[src/sad_pkg.sv]
// Shared types and constants for the segment versus box slab test.
// No dependencies; every other file of the block uses this package.
`timescale 1ns / 1ps

package sad_pkg;

  localparam int unsigned NumAxes  = 3;
  localparam int unsigned CoordW   = 32;
  localparam int unsigned DiffW    = CoordW + 1;
  localparam int unsigned NumW     = DiffW + 16;
  localparam int unsigned QuotBits = 31;
  // Overflow check stage, one stage per quotient bit, and the sign fix stage.
  localparam int unsigned DivLat   = QuotBits + 2;

  localparam logic [2:0] NormNone = 3'd0;
  localparam logic [2:0] NormNegX = 3'd1;
  localparam logic [2:0] NormPosX = 3'd2;
  localparam logic [2:0] NormNegY = 3'd3;
  localparam logic [2:0] NormPosY = 3'd4;
  localparam logic [2:0] NormNegZ = 3'd5;
  localparam logic [2:0] NormPosZ = 3'd6;

  localparam logic signed [CoordW-1:0] TOne   = 32'sd65536;
  localparam logic signed [CoordW-1:0] SatMax = 32'sh7fff_ffff;
  localparam logic signed [CoordW-1:0] SatMin = 32'sh8000_0000;

  typedef logic [CoordW-1:0] coord_t;
  typedef logic [DiffW-1:0]  diff_t;
  typedef logic [NumW-1:0]   num_t;

  typedef struct packed {
    logic               valid;
    logic [NumAxes-1:0] par;
    logic [NumAxes-1:0] pmiss;
  } side_t;

endpackage

[src/sad_front.sv]
// Front end: direction and slab offsets, then magnitudes and the parallel test.
// Two register stages. Depends on sad_pkg.
`timescale 1ns / 1ps

module sad_front (
  input  logic                                       clk_i,
  input  logic                                       rst_ni,
  input  logic                                       en_i,
  input  logic                                       valid_i,
  input  logic [15:0]                                thr_i,
  input  sad_pkg::coord_t [sad_pkg::NumAxes-1:0]     start_i,
  input  sad_pkg::coord_t [sad_pkg::NumAxes-1:0]     end_i,
  input  sad_pkg::coord_t [sad_pkg::NumAxes-1:0]     lo_i,
  input  sad_pkg::coord_t [sad_pkg::NumAxes-1:0]     hi_i,
  output sad_pkg::num_t   [sad_pkg::NumAxes-1:0]     num1_o,
  output sad_pkg::num_t   [sad_pkg::NumAxes-1:0]     num2_o,
  output logic            [sad_pkg::NumAxes-1:0]     neg1_o,
  output logic            [sad_pkg::NumAxes-1:0]     neg2_o,
  output sad_pkg::diff_t  [sad_pkg::NumAxes-1:0]     den_o,
  output sad_pkg::side_t                             side_o
);

  sad_pkg::diff_t [sad_pkg::NumAxes-1:0] d_q, d_d, n1_q, n1_d, n2_q, n2_d;
  logic valid_a_q;

  sad_pkg::num_t  [sad_pkg::NumAxes-1:0] num1_d, num2_d, num1_q, num2_q;
  logic           [sad_pkg::NumAxes-1:0] neg1_d, neg2_d, neg1_q, neg2_q;
  sad_pkg::diff_t [sad_pkg::NumAxes-1:0] den_d, den_q;
  sad_pkg::side_t side_d, side_q;

  always_comb begin
    for (int a = 0; a < sad_pkg::NumAxes; a++) begin
      d_d[a]  = {end_i[a][31], end_i[a]} - {start_i[a][31], start_i[a]};
      n1_d[a] = {lo_i[a][31], lo_i[a]} - {start_i[a][31], start_i[a]};
      n2_d[a] = {hi_i[a][31], hi_i[a]} - {start_i[a][31], start_i[a]};
    end
  end

  always_comb begin
    sad_pkg::diff_t m1, m2;
    side_d.valid = valid_a_q;
    for (int a = 0; a < sad_pkg::NumAxes; a++) begin
      den_d[a] = d_q[a][32] ? -d_q[a] : d_q[a];
      m1 = n1_q[a][32] ? -n1_q[a] : n1_q[a];
      m2 = n2_q[a][32] ? -n2_q[a] : n2_q[a];
      num1_d[a] = {m1, 16'b0};
      num2_d[a] = {m2, 16'b0};
      neg1_d[a] = n1_q[a][32] ^ d_q[a][32];
      neg2_d[a] = n2_q[a][32] ^ d_q[a][32];
      side_d.par[a] = den_d[a] <= {17'b0, thr_i};
      // Start below the slab minimum or above its maximum.
      side_d.pmiss[a] = side_d.par[a] &&
                        ((!n1_q[a][32] && (n1_q[a] != '0)) || n2_q[a][32]);
    end
  end

  always_ff @(posedge clk_i or negedge rst_ni) begin
    if (!rst_ni) begin
      valid_a_q <= 1'b0;
      side_q    <= '0;
    end else if (en_i) begin
      valid_a_q <= valid_i;
      side_q    <= side_d;
    end
  end

  always_ff @(posedge clk_i) begin
    if (en_i) begin
      d_q          <= d_d;
      n1_q         <= n1_d;
      n2_q         <= n2_d;
      num1_q       <= num1_d;
      num2_q       <= num2_d;
      neg1_q       <= neg1_d;
      neg2_q       <= neg2_d;
      den_q        <= den_d;
    end
  end

  assign num1_o = num1_q;
  assign num2_o = num2_q;
  assign neg1_o = neg1_q;
  assign neg2_o = neg2_q;
  assign den_o  = den_q;
  assign side_o = side_q;

endmodule

[config.mk]
export PLATFORM = sky130hd
export DESIGN_NAME = sad_front
export DESIGN_NICKNAME = d
export VERILOG_FILES = /design/src/sad_pkg.sv /design/src/sad_front.sv
export SDC_FILE = /design/constraint.sdc
export NUM_CORES = 1
export LEC_CHECK = 0
export ABC_AREA = 0
export BUFFER_PORTS_ARGS = -buffer_cell sky130_fd_sc_hd__buf_2
export CAP_MARGIN = 20
export CORE_AREA = 2 2 316 318
export CTS_BUF_LIST = sky130_fd_sc_hd__clkbuf_2
export DETAILED_ROUTE_END_ITERATION = 7
export DIE_AREA = 0 0 318 320
export GPL_ROUTABILITY_DRIVEN = 0
export GPL_TIMING_DRIVEN = 0
export SETUP_SLACK_MARGIN = 0.3
export SYNTH_ARGS = -nofsm -noshare
export SYNTH_HDL_FRONTEND = slang
export SYNTH_SLANG_ARGS = --single-unit
[constraint.sdc]
create_clock -name clk_i -period 5.04 [get_ports clk_i]
set_input_delay 0.756 -clock clk_i [delete_from_list [all_inputs] [get_ports clk_i]]
set_output_delay 0.756 -clock clk_i [all_outputs]
set_load 0.005 [all_outputs]
==> impl_summary.txt <==
----------------------------------------------------
[CTS]
  Clock slew at the register clock pins of the worst setup and hold paths ... 0.12 ns
  Post-CTS Setup Inserts ... 0
  Root cell of the clock tree ... sky130_fd_sc_hd__clkbuf_2
  Number of CTS-inserted buffers ... 170
  Clk buf depth ... 3
  Num Clock Sinks ... 608
  CTS tree ... built
  Maximum level of the CTS H-tree ... 4
  Source-to-sink clock delay at the later pin of the worst-skew pair ... 1.47 ns

[Outcome]
  Status ... finished clean

[Timing]
  Final period util ... 89.21%
  Total setup violations reported at the end of the flow ... 0
  Shortest period the worst path allows ... 4.496 ns
  Final setup TNS ... 0 ns
  Worst slack on hold paths ... 0.2013 ns
  Max Slew Vio Count ... 0
  Worst Clk Skew ... 0.1273 ns
  Headroom to the max-slew limit ... 31.92%
  Number of hold-slack violations in the final timing report ... 0
  RSZ-0062 raised after global routing ... false
  Actual transition at the worst max-transition pin ... 1.021 ns
  Fmax achieved ... 222.4 MHz

[Worst setup path]
  Worst-path cell chain ... clkbuf_1 > clkbuf_1 > clkbuf_1 > buf_2 > nand2_1 > xnor2_1 > ha_1 > a21o_1 > a21o_1 > a21oi_1 > nor2_1 > nor3_1 > o311a_1 > o21ai_0 > o32ai_1
  Critical path required time ... 6.35 ns
  Crit path max-delay family ... buffers and inverters
  Critical Path Slowest Stage Cell ... sky130_fd_sc_hd__buf_2
  Top fanout value on the critical path ... 10
  Worst setup path category ... register to register
  Setup crit end kind ... register
  Cell mode on critical path ... sky130_fd_sc_hd__clkbuf_1
  Delay of the slowest cell on the worst path ... 0.45 ns
  Crit path arrival time ... 5.80 ns
  Kind of start point of the critical path ... register
  CP bufs+invs ... 4

[Power]
  Standby leakage power ... 23.73 nW
  Largest voltage drop on the vdd net ... 180.2 µV
  Comb power frac ... 33.6%
  Cell area power density ... 302.1 nW/µm²
  Clock group share of total power ... 22.8%
  Proportion of power drawn by flip-flops and latches ... 43.6%
  Switching power total ... 0.005676 W
  Cell internal pwr ... 0.01103 W
  Net switching share of the total power ... 33.97%

[Yosys]
  Synth Flop Type ... sky130_fd_sc_hd__edfxtp_1
  Mapped Avg Cell Area ... 10.53 µm²
  Area of the mapped netlist ... 40900 µm²
  Number of distinct library cell variants in the gate-level netlist after synthesis ... 79
  Seq/Total Area, Yosys ... 44.54%
  Number of enable-type register cells in the synthesized netlist ... 600
  Ranking of synthesized cells by area ... sky130_fd_sc_hd__edfxtp_1, sky130_fd_sc_hd__ha_1, sky130_fd_sc_hd__xnor2_1
  Share of synthesized registers carrying an async set or reset ... 1.316%
  Cell type with the largest total area after synthesis ... sky130_fd_sc_hd__edfxtp_1
  Warning count from the yosys run ... 0
  Number of cells produced by synthesis ... 3884
  Number of synthesized register bits ... 608
  Portion of synthesized cell area occupied by the leading cell type ... 44.05%

[Route]
  Via/cell ratio ... 5.342
  Total wirelength of the detailed-routed design ... 145.6 mm
  Number of nets still failing antenna checks after routing ... 0
  Met2 layer wire length in the routed design ... 68.46 mm
  Top Metal Used ... met5
  Count of TritonRoute iterations in the first routing pass ... 6
  Number of vias in the routed layout ... 37430
  Detailed-routing wirelength on met1 ... 59.53 mm
  Detailed-route DRC error count ... 0
  Detail-routed net length per standard cell ... 20.78 µm
  Iteration-0 DRC count of the detailed router ... 3117
  Sum of met3 wire segment lengths after detailed routing ... 11.46 mm

[Die]
  Width of the die ... 318 µm
  I/O pin cnt ... 810
  Cell row count ... 115
  Total die area ... 101800 µm²
  Initial core utilization ... 41.74%
  Core Region ... 97990 µm²
  Die height ... 320 µm

[Placement]
  PortBufs ... 713
  DP Cell Count ... 5985
  Post-DP HPWL ... 112.0 mm

[Cells and area]
  Fraction of layout cells with a size suffix above 1 ... 19.73%
  NumNets Final ... 6338
  Syn-to-layout area delta ... 35.24%
  FILL cells ... 8677
  Number of standard cells in the layout, taps in and fillers out ... 7006

[Global routing]
  Pin count of the biggest net entering global routing ... 126
  Total routing usage reported by global routing ... 27.68%
  Antenna violations before repair ... 18
  Final global-route overflow total ... 0
  Via count of the first global-routing pass ... 35930
  First-pass GRT wire length ... 213.2 mm

[Job]
  Max_cap viols ... 0

[Min path]
  Type of the tightest min-delay check ... input pin to register

----------------------------------------------------
metal layers:
metal  vias to the layer above  global-route usage [%]
met2                      1620                   45.88
met3                       333                   6.079
met5                         -                       0
li1                      17800                       -
met4                        12                   12.32
met1                     17670                   34.62
cells in the final DEF (no fill, tap or decap), types with 39 or more instances in the layout:
cell type / instances
sky130_fd_sc_hd__a21o_1: 140
sky130_fd_sc_hd__a21oi_1: 231
sky130_fd_sc_hd__buf_2: 713
sky130_fd_sc_hd__buf_4: 97
sky130_fd_sc_hd__clkbuf_1: 61
sky130_fd_sc_hd__clkbuf_2: 241
sky130_fd_sc_hd__conb_1: 96
sky130_fd_sc_hd__dlygate4sd3_1: 707
sky130_fd_sc_hd__edfxtp_1: 600
sky130_fd_sc_hd__ha_1: 348
sky130_fd_sc_hd__inv_1: 234
sky130_fd_sc_hd__nand2_1: 247
sky130_fd_sc_hd__nand2b_1: 62
sky130_fd_sc_hd__nand3_1: 70
sky130_fd_sc_hd__nor2_1: 209
sky130_fd_sc_hd__nor2b_1: 52
sky130_fd_sc_hd__nor3_1: 57
sky130_fd_sc_hd__o21a_1: 59
sky130_fd_sc_hd__o21ai_0: 234
sky130_fd_sc_hd__o31ai_1: 88
sky130_fd_sc_hd__or3_1: 62
sky130_fd_sc_hd__or4_1: 39
sky130_fd_sc_hd__xnor2_1: 410
sky130_fd_sc_hd__xor2_1: 95
path summary, 6_finish.rpt:
check | start | end | slack, ns | depth (start not counted)
worst min register to register | d_q[0]$_DFFE_PP_ | den_o[0]$_DFFE_PP_ | 0.48 | 0
worst min-delay path | start_i[20] | d_q[21]$_DFFE_PP_ | 0.20 | 5
worst max register to register | d_q[65]$_DFFE_PP_ | side_o[1]$_DFFE_PN0P_ | 0.54 | 15
worst max-delay path | d_q[65]$_DFFE_PP_ | side_o[1]$_DFFE_PN0P_ | 0.54 | 15
max in group asynchronous | rst_ni | side_o[3]$_DFFE_PN0P_ | 3.97 | 3
min in group asynchronous | rst_ni | side_o[2]$_DFFE_PN0P_ | 0.52 | 3
logic make-up (layout without fill, tap and decap cells):
group                      after synthesis  count (layout)  synth area share [%]
muxes                                    7               7                0.1805
AOI/OAI and AO/OA                     1018            1018                 16.35
buffers and inverters                  393            2120                 4.488
adders and majority gates              357             357                 11.09
xor gates and xnor gates               505             505                 10.81
DFF                                    608             608                 44.54
and+or+nand+nor                        995             995                 12.53
other                                    1             109              0.009169
cells in the mapped netlist, drive strengths merged, types with 29 or more instances:
cell type and number:
xnor2 410, nor4 32, inv 234, nand3 70
a21oi 231, xor2 95, nor2 209, ha 348
edfxtp 600, or4 42, or3 64, nor3 57
o21ai 234, buf 96, nand2 247, clkbuf 63
nand2b 62, a21o 140, o41ai 40, a211oi 29
o21a 59, nor2b 52, nand4 38, and3 29
o31ai 89
timing repair:
| action | 4_1_cts | 5_1_grt |
|---|---|---|
| endpoints found under the hold margin | 395 | 0 |
| endpoints found under the setup margin | 2 | 3 |
| gates resized for setup | 1 | 3 |
| hold buffers | 707 | 0 |
power by group through the flow:
stage	Combinational (W)	Clock, W	Sequential (W)
after floorplan	0.00276	0	0.00728
after global placement	0.00455	0	0.00747
after detailed placement	0.00458	0	0.00739
after CTS	0.00553	0.00395	0.00728
after global routing	0.00609	0.00422	0.00737
final	0.00561	0.00381	0.00729
cell type report:
class	instances	area, µm²	share of cell area, %
Multi-Input combinational cell	2978	21200	38.33
Sequential cell	608	18220	32.94
Timing Repair Buffer	1426	10800	19.53
Tap cell	1287	1610	2.911
Clock buffer	240	1201	2.172
Buffer	159	959.7	1.735
Inverter	234	878.3	1.588
Clock inverter	61	409.1	0.7397
Antenna cell	13	32.53	0.05881
per-stage QoR:
step / utilization [%] / instance area (µm²) / worst slack, ns / total power (W)
2_1_floorplan: - / 41260 / 1.567 / 0.01005
3_3_place_gp: 47.39 / 46440 / -7.794 / 0.01202
5_1_grt: 56.44 / 55310 / 0.3028 / 0.01768
4_1_cts: 56.41 / 55280 / 0.4877 / 0.01676
6_report: 56.45 / 55310 / 0.5439 / 0.01671
3_5_place_dp: 47.55 / 46590 / 0.2015 / 0.01197
state kept, by name, indices dropped and copies added, names as in the netlist:
register / count
neg2_o: 3
num2_o: 99
d_q: 99
num1_o: 99
neg1_o: 3
n2_q: 99
den_o: 99
n1_q: 99
side_o: 7
valid_a_q: 1
worst min-delay path: stages:
cell	delay [ns]
sky130_fd_sc_hd__buf_2	0.10
sky130_fd_sc_hd__inv_1	0.18
sky130_fd_sc_hd__ha_1	0.20
sky130_fd_sc_hd__or3_1	0.14
sky130_fd_sc_hd__xor2_1	0.08
(Power assumes the default switching activity.)
