`config.mk`:
```
export PLATFORM = sky130hd
export DESIGN_NAME = sad_fold
export DESIGN_NICKNAME = d
export VERILOG_FILES = /design/src/sad_pkg.sv /design/src/sad_fold.sv
export SDC_FILE = /design/constraint.sdc
export NUM_CORES = 1
export LEC_CHECK = 0
export BUFFER_PORTS_ARGS = -buffer_cell sky130_fd_sc_hd__buf_2
export CORE_UTILIZATION = 48
export DETAILED_ROUTE_END_ITERATION = 7
export PLACE_DENSITY = 0.68
export SYNTH_ARGS = -nofsm -noshare
export SYNTH_HDL_FRONTEND = slang
export SYNTH_SLANG_ARGS = --single-unit
export TNS_END_PERCENT = 20
```
`constraint.sdc`:
```
create_clock -name clk_i -period 13.3 [get_ports clk_i]
set_input_delay 0 -clock clk_i [delete_from_list [all_inputs] [get_ports clk_i]]
set_output_delay 0 -clock clk_i [all_outputs]
set_load 0.01 [all_outputs]
```
`src/sad_pkg.sv`:
```
// Shared types and constants for the segment versus box slab test.
// No dependencies; every other file of the block uses this package.
`timescale 1ns / 1ps

package sad_pkg;

  localparam int unsigned NumAxes  = 3;
  localparam int unsigned CoordW   = 32;
  localparam int unsigned DiffW    = CoordW + 1;
  localparam int unsigned NumW     = DiffW + 16;
  localparam int unsigned QuotBits = 31;
  // Overflow check stage, one stage per quotient bit, and the sign fix stage.
  localparam int unsigned DivLat   = QuotBits + 2;

  localparam logic [2:0] NormNone = 3'd0;
  localparam logic [2:0] NormNegX = 3'd1;
  localparam logic [2:0] NormPosX = 3'd2;
  localparam logic [2:0] NormNegY = 3'd3;
  localparam logic [2:0] NormPosY = 3'd4;
  localparam logic [2:0] NormNegZ = 3'd5;
  localparam logic [2:0] NormPosZ = 3'd6;

  localparam logic signed [CoordW-1:0] TOne   = 32'sd65536;
  localparam logic signed [CoordW-1:0] SatMax = 32'sh7fff_ffff;
  localparam logic signed [CoordW-1:0] SatMin = 32'sh8000_0000;

  typedef logic [CoordW-1:0] coord_t;
  typedef logic [DiffW-1:0]  diff_t;
  typedef logic [NumW-1:0]   num_t;

  typedef struct packed {
    logic               valid;
    logic [NumAxes-1:0] par;
    logic [NumAxes-1:0] pmiss;
  } side_t;

endpackage

```
`src/sad_fold.sv`:
```
// Per-axis ordering of entry and exit, then the fold over X, Y and Z into
// hit, entry parameter and face code. One register stage. Depends on sad_pkg.
`timescale 1ns / 1ps

module sad_fold (
  input  logic                                        clk_i,
  input  logic                                        rst_ni,
  input  logic                                        en_i,
  input  sad_pkg::side_t                              side_i,
  input  logic signed [sad_pkg::NumAxes-1:0][31:0]    t1_i,
  input  logic signed [sad_pkg::NumAxes-1:0][31:0]    t2_i,
  output logic                                        valid_o,
  output logic                                        hit_o,
  output logic [16:0]                                 param_o,
  output logic [2:0]                                  code_o
);

  logic signed [sad_pkg::NumAxes-1:0][31:0] near_q, far_q;
  logic [sad_pkg::NumAxes-1:0][2:0]         code_q;
  sad_pkg::side_t                           side_q;

  always_ff @(posedge clk_i or negedge rst_ni) begin
    if (!rst_ni) begin
      side_q <= '0;
    end else if (en_i) begin
      side_q <= side_i;
    end
  end

  always_ff @(posedge clk_i) begin
    if (en_i) begin
      for (int a = 0; a < sad_pkg::NumAxes; a++) begin
        // Swapping puts the entry on the plus face of this axis.
        if ($signed(t1_i[a]) > $signed(t2_i[a])) begin
          near_q[a] <= t2_i[a];
          far_q[a]  <= t1_i[a];
          code_q[a] <= sad_pkg::NormNegX + 3'(2 * a) + 3'd1;
        end else begin
          near_q[a] <= t1_i[a];
          far_q[a]  <= t2_i[a];
          code_q[a] <= sad_pkg::NormNegX + 3'(2 * a);
        end
      end
    end
  end

  // Entry only grows and exit only shrinks, so one check at the end is enough.
  always_comb begin
    logic signed [31:0] tmin, tmax;
    logic [2:0]         norm;
    tmin = '0;
    tmax = sad_pkg::TOne;
    norm = sad_pkg::NormNone;
    for (int a = 0; a < sad_pkg::NumAxes; a++) begin
      if (!side_q.par[a]) begin
        if ($signed(near_q[a]) > tmin) begin
          tmin = near_q[a];
          norm = code_q[a];
        end
        if ($signed(far_q[a]) < tmax) begin
          tmax = far_q[a];
        end
      end
    end
    hit_o   = (side_q.pmiss == '0) && (tmin <= tmax);
    param_o = hit_o ? tmin[16:0] : 17'd0;
    code_o  = hit_o ? norm : sad_pkg::NormNone;
  end

  assign valid_o = side_q.valid;

endmodule

```
==> results.md, run 1 <==
* DR pass1 iterations at 5
* Leading area contributor after synthesis: edfxtp_1
* Worst Setup End Kind: output port
* Fin Setup TNS at 0 ns
* Post-route ant nets at 0
* CP Max Fanout at 38
* Htree depth at 1
* Core Area at 36870 um^2
* Worst setup margin at 1.134 ns
* Die Wd at 196.3 um
* Main synth FF type: edfxtp_1
* IO buf count at 223
* Top-area cell type share of the netlist area at 32.81%
* Tot GR Track Use at 31.02%
* Synthesis Warnings at 0
* Layout cell share with drive strength beyond 1 at 21.75%
* WP buf/inv at 3
* Die H at 196.3 um
* Crit path from: far_q[31]
* WP data arrival at 12.17 ns
* Gate Count Post-Synth at 1812
* Clock sinks at 205
* CP Launch Type: flop
* Pin count of the biggest net entering global routing at 81
* Syn nets at 2269
* Slew headroom at 23.09%
* Vias at 16.75k
* Post-synthesis sequential area ratio at 33.78%
* Fin. Hold Viols at 0
* Net total in the final layout at 2726
* GRT overflow at 0
* Reg2Reg Launch Point: side_q[4]
* Ys async rst share at 3.415%
* Gp weighted congestion at 0.9314
* Synth top area cells: edfxtp_1 33%, ha_1 18%, mux2_2 8.7%
* Fmax achieved at 82.20 MHz
* CTS tree: built
* EDFF count, synth at 198
* Placement Setup Slack at 1.827 ns
* MaxCap Viol Count at 0
* Mapped cell area at 18120 um^2
* Final worst path period need at 12.17 ns
* Max VDD drop at 0.00009006 V
* Hold path start: en_i
* Routed Wire Length at 60880 um
* Worst Tran Pin Value at 1.152 ns
* Post-cts resize count at 0
* Initial DRC Count at 1265
* Final HPWL DP at 44050 um
* Worst Skew at 0 ns
* Post-synth cell types at 64
* Leak at 0.009920 uW
* Status: completed
* IO Pins at 224
* Pwr dens at 117.0 nW/um^2
* Wirelength per Cell at 21.82 um
* Vias per cell at 6.005
* Initial antenna violation count at 1
* Max clock buf depth at 3
* CP max stage cell: nor2_2
* Worst path max stage delay at 0.87 ns
* Starting Density at 49.14%
* Worst EP required at 13.30 ns
* Layout area overhead at 28.09%
* Number of global-route vias before repair at 16.28k
* Fin crit share at 91.47%
* Max Transition Viols Final at 0
* Endpoints failing setup at 0
* CP top delay family: simple AND/OR/NAND/NOR gates
* Setup Buffers After CTS at 0
* Core Rows at 70
* RSZ-0062 raised after global routing: false
* Most frequent CP cell: ha_1
* Critical path class: reg2out
* Die ar. at 38530 um^2
* First-pass GRT wire length at 92330 um
* Hold crit path type: in2reg
* Top cells by count, synth: 255 x ha_1, 198 x edfxtp_1, 156 x a21oi_1
* Hold buffer count at cts at 287
* Clk pin slew, worst setup/hold paths at 0.06 ns
* Synthesized flop and latch total at 205
* Mean area per synthesized cell at 10.00 um^2
* Most numerous cell in the Yosys netlist: ha_1
* Residual DRC at 0
* Root Buffer: clkbuf_16
* CTS Buf Count at 23
* Clk_lat worst skew at 0.51 ns
## cell families (layout without fill, tap and decap cells)
| family | after synthesis | after routing | share of synthesized area [%] |
|---|---|---|---|
| other | 1 | 2 | 0.02069 |
| multiplexers | 171 | 171 | 11.21 |
| adder cells (fa/ha/maj) | 255 | 255 | 17.61 |
| flip-flops | 205 | 205 | 33.78 |
| AO/OA/AOI/OAI | 503 | 503 | 19.63 |
| AND/OR/NAND/NOR | 437 | 437 | 12.10 |
| buffers and inverters | 240 | 713 | 5.648 |
## power by group
part | total [uW] | internal [uW] | switching, uW | leakage, uW
combinational | 1200 | 563 | 634 | 0.00755
sequential | 896 | 815 | 80.8 | 0.00202
clock | 622 | 357 | 265 | 0.000353
## metal layers
layer / GRT usage (%) / vias to the layer above / wire length (um)
li1: - / 7875 / -
met1: 43.30 / 8055 / 27210
met2: 50.75 / 725 / 27690
met3: 3.404 / 99 / 4232
met4: 8.594 / 0 / 1746
met5: 0 / - / 0
## registers in the layout, summed over array words and instances, names as in the netlist
name / cells
near_q: 96
valid_o: 1
code_q: 6
side_q: 6
far_q: 96
## placed cells by master (no fill, tap or decap), drive strengths merged, types with 66 or more instances in the layout
cell type    instances
dlygate4sd3        287
ha                 255
buf                241
edfxtp             198
mux2               169
a21oi              156
inv                144
nor2               117
nand2               90
o221ai              66
## layout make-up
class	instances	area, um^2
antenna	1	2.502
clock buffer	26	586.8
clock inverter	15	138.9
fill	2854	13660
inverter	143	536.8
multi-input combinational	1367	11040
sequential	205	6121
tap	504	630.6
timing repair buffer	529	4153
## final timing paths
path                            slack (ns)  depth (start not counted)   endpoint
min in group asynchronous             0.51                          3    valid_o
worst max-delay path                  1.13                         35  code_o[0]
max in group asynchronous            12.52                          3  side_q[4]
worst max register to register       12.32                          1  side_q[4]
worst min-delay path                  0.05                          1  far_q[92]
worst min register to register        0.56                          1  side_q[0]
## per-stage QoR
stage          instance area, um^2  instances  hold WS, ns  utilization (%)  total power (uW)
6_report                     23210       2790      0.04748            62.95              2715
5_1_grt                      23210       2790      0.07492            62.95              2865
4_1_cts                      23210       2789      0.06005            62.94              2694
3_5_place_dp                 19610       2461      -0.1594            53.18              1975
3_3_place_gp                 19610       2461      -0.1644            53.18              1951
2_1_floorplan                18120       1812      -0.2956                -              1641
Note: power is estimated with default switching activity, not from simulation.
==> inputs of run 2 (changes only) <==
- GPL_TIMING_DRIVEN: not set -> 0
==> results.md, run 2 (synthesis gave the netlist of run 1 again) <==
* Clk pin slew, worst setup/hold paths at 0.06 ns (about the same)
* Fin crit share at 93.15% (+1.7 points)
* Max VDD drop at 0.00006893 V (-23%)
* DR pass1 iterations at 5 (unchanged)
* CP max stage cell: or4_1
* Initial antenna violation count at 0 (-1)
* Pin count of the biggest net entering global routing at 131 (+62%)
* Most frequent CP cell: ha_1
* Die H at 196.3 um (unchanged)
* Layout cell share with drive strength beyond 1 at 20.88% (-0.87 points)
* WP data arrival at 12.39 ns (+0.22 ns)
* Residual DRC at 0 (unchanged)
* Hold crit path type: in2reg
* Slew headroom at 45.01% (+22 points)
* Fin. Hold Viols at 0 (unchanged)
* Max clock buf depth at 3 (unchanged)
* Htree depth at 1 (unchanged)
* IO buf count at 223 (unchanged)
* Vias per cell at 5.999 (-0.11%)
* Worst path max stage delay at 0.59 ns (-0.28 ns)
* Number of global-route vias before repair at 17.23k (+5.9%)
* Fmax achieved at 80.72 MHz (-1.8%)
* CTS Buf Count at 23 (unchanged)
* Starting Density at 49.14% (unchanged)
* Core Util, Final at 63.81% (+0.87 points)
* Leak at 0.01005 uW (+1.3%)
* Initial DRC Count at 1292 (+2.1%)
* CP Launch Type: flop
* Commonest cells after routing, fill and taps aside: 288 x dlygate4sd3_1, 255 x ha_1, 236 x buf_2
* Core Area at 36870 um^2 (unchanged)
* Status: completed
* RSZ-0062 raised after global routing: false
* Max Transition Viols Final at 0 (unchanged)
* Placement Setup Slack at 1.686 ns (-0.1407 ns)
* Fin Setup TNS at 0 ns (unchanged)
* Wirelength per Cell at 22.42 um (+2.7%)
* Clk_lat worst skew at 0.52 ns (about the same)
* Gp weighted congestion at 0.9736 (+4.5%)
* Worst setup margin at 0.9115 ns (-0.2225 ns)
* MaxCap Viol Count at 0 (unchanged)
* Routed Wire Length at 64330 um (+5.7%)
* Most common cell after layout, fill and taps aside: dlygate4sd3_1
* Core Rows at 70 (unchanged)
* Layout area overhead at 29.85%
* Power Total at 2774 uW (+2.2%)
* Worst Skew at 0 ns (unchanged)
* Die Wd at 196.3 um (unchanged)
* Worst Tran Pin Value at 0.8041 ns (-0.3483 ns)
* Critical path class: reg2out
* Net total in the final layout at 2806 (+2.9%)
* Top Registers: far_q: 96 flops, near_q: 96 flops
* Post-route ant nets at 0 (unchanged)
* Final HPWL DP at 47880 um (+8.7%)
* N_diodes at 0 (-1)
* First-pass GRT wire length at 97550 um (+5.7%)
* Endpoints failing setup at 0 (unchanged)
* Die ar. at 38530 um^2 (unchanged)
* CTS tree: built
* Pwr dens at 117.9 nW/um^2 (+0.79%)
* IO Pins at 224 (unchanged)
* Worst EP required at 13.30 ns (about the same)
* Setup Buffers After CTS at 0 (unchanged)
* Worst Setup End Kind: output port
* Root Buffer: clkbuf_16
* Clock sinks at 205 (unchanged)
* Final worst path period need at 12.39 ns (+0.2225 ns)
* CP Max Fanout at 10 (-74%)
* GRT overflow at 0 (unchanged)
* Tot GR Track Use at 33.09% (+2.1 points)
* Vias at 17.22k (+2.8%)
[run 2: per-stage QoR]
step	hold slack (ns)	instances	instance area (um^2)
floorplan	-0.2956	1812	18120
global placement	-0.1657	2539	19870
detailed placement	-0.1582	2540	19910
CTS	0.2332	2870	23530
global route	0.2516	2870	23530
finish	0.2571	2870	23530
[run 2: worst paths after layout]
| check | depth (start not counted) | start | slack, ns | end |
|---|---|---|---|---|
| setup / recovery | 37 | far_q[26] | 0.91 | param_o[2] |
| hold / removal | 3 | side_i[5] | 0.26 | side_q[5] |
| setup reg to reg | 1 | side_q[4] | 12.31 | side_q[4] |
| hold reg to reg | 1 | valid_o | 0.51 | valid_o |
| max in group asynchronous | 3 | rst_ni | 12.55 | side_q[4] |
| min in group asynchronous | 3 | rst_ni | 0.48 | side_q[5] |
[run 2: final cells by class]
type / instances / area [um^2]
well taps: 504 / 630.6
multi-input cells: 1367 / 10980
clock inverters: 12 / 130.1
clock buffers: 30 / 611.8
flip-flops and latches: 205 / 6121
plain buffers: 97 / 486.7
inverters: 143 / 536.8
fillers: 2906 / 13340
repair buffers: 512 / 4036
[run 2: what timing repair did]
item / in CTS / in global routing
hold buffers: 288 / 0
endpoints found under the setup margin: 0 / 0
endpoints found under the hold margin: 274 / 0
resized for setup: 0 / 0
[run 2: critical path: cells and delay by family, from the launching register on]
family / cells / cell delay [ns]
flops: 1 / 0.46
buf+inv: 6 / 2.18
compound gates: 7 / 2.24
fa+ha+maj: 4 / 1.53
simple gates: 19 / 5.09
mux: 1 / 0.31
[run 2: routing by layer]
| layer | GRT usage [%] | vias up | share of wire (%) |
|---|---|---|---|
| li1 | - | 8043 | - |
| met1 | 43.35 | 8211 | 42 |
| met2 | 55.90 | 795 | 47 |
| met3 | 3.851 | 167 | 7.1 |
| met4 | 12.41 | 0 | 4.0 |
| met5 | 0 | - | 0 |
[run 2: where the power goes]
part / leakage [uW] / internal, uW / total, uW / switching, uW
logic: 0.00768 / 583 / 1250 / 666
registers: 0.00202 / 815 / 894 / 78.6
clock network: 0.000350 / 366 / 632 / 266
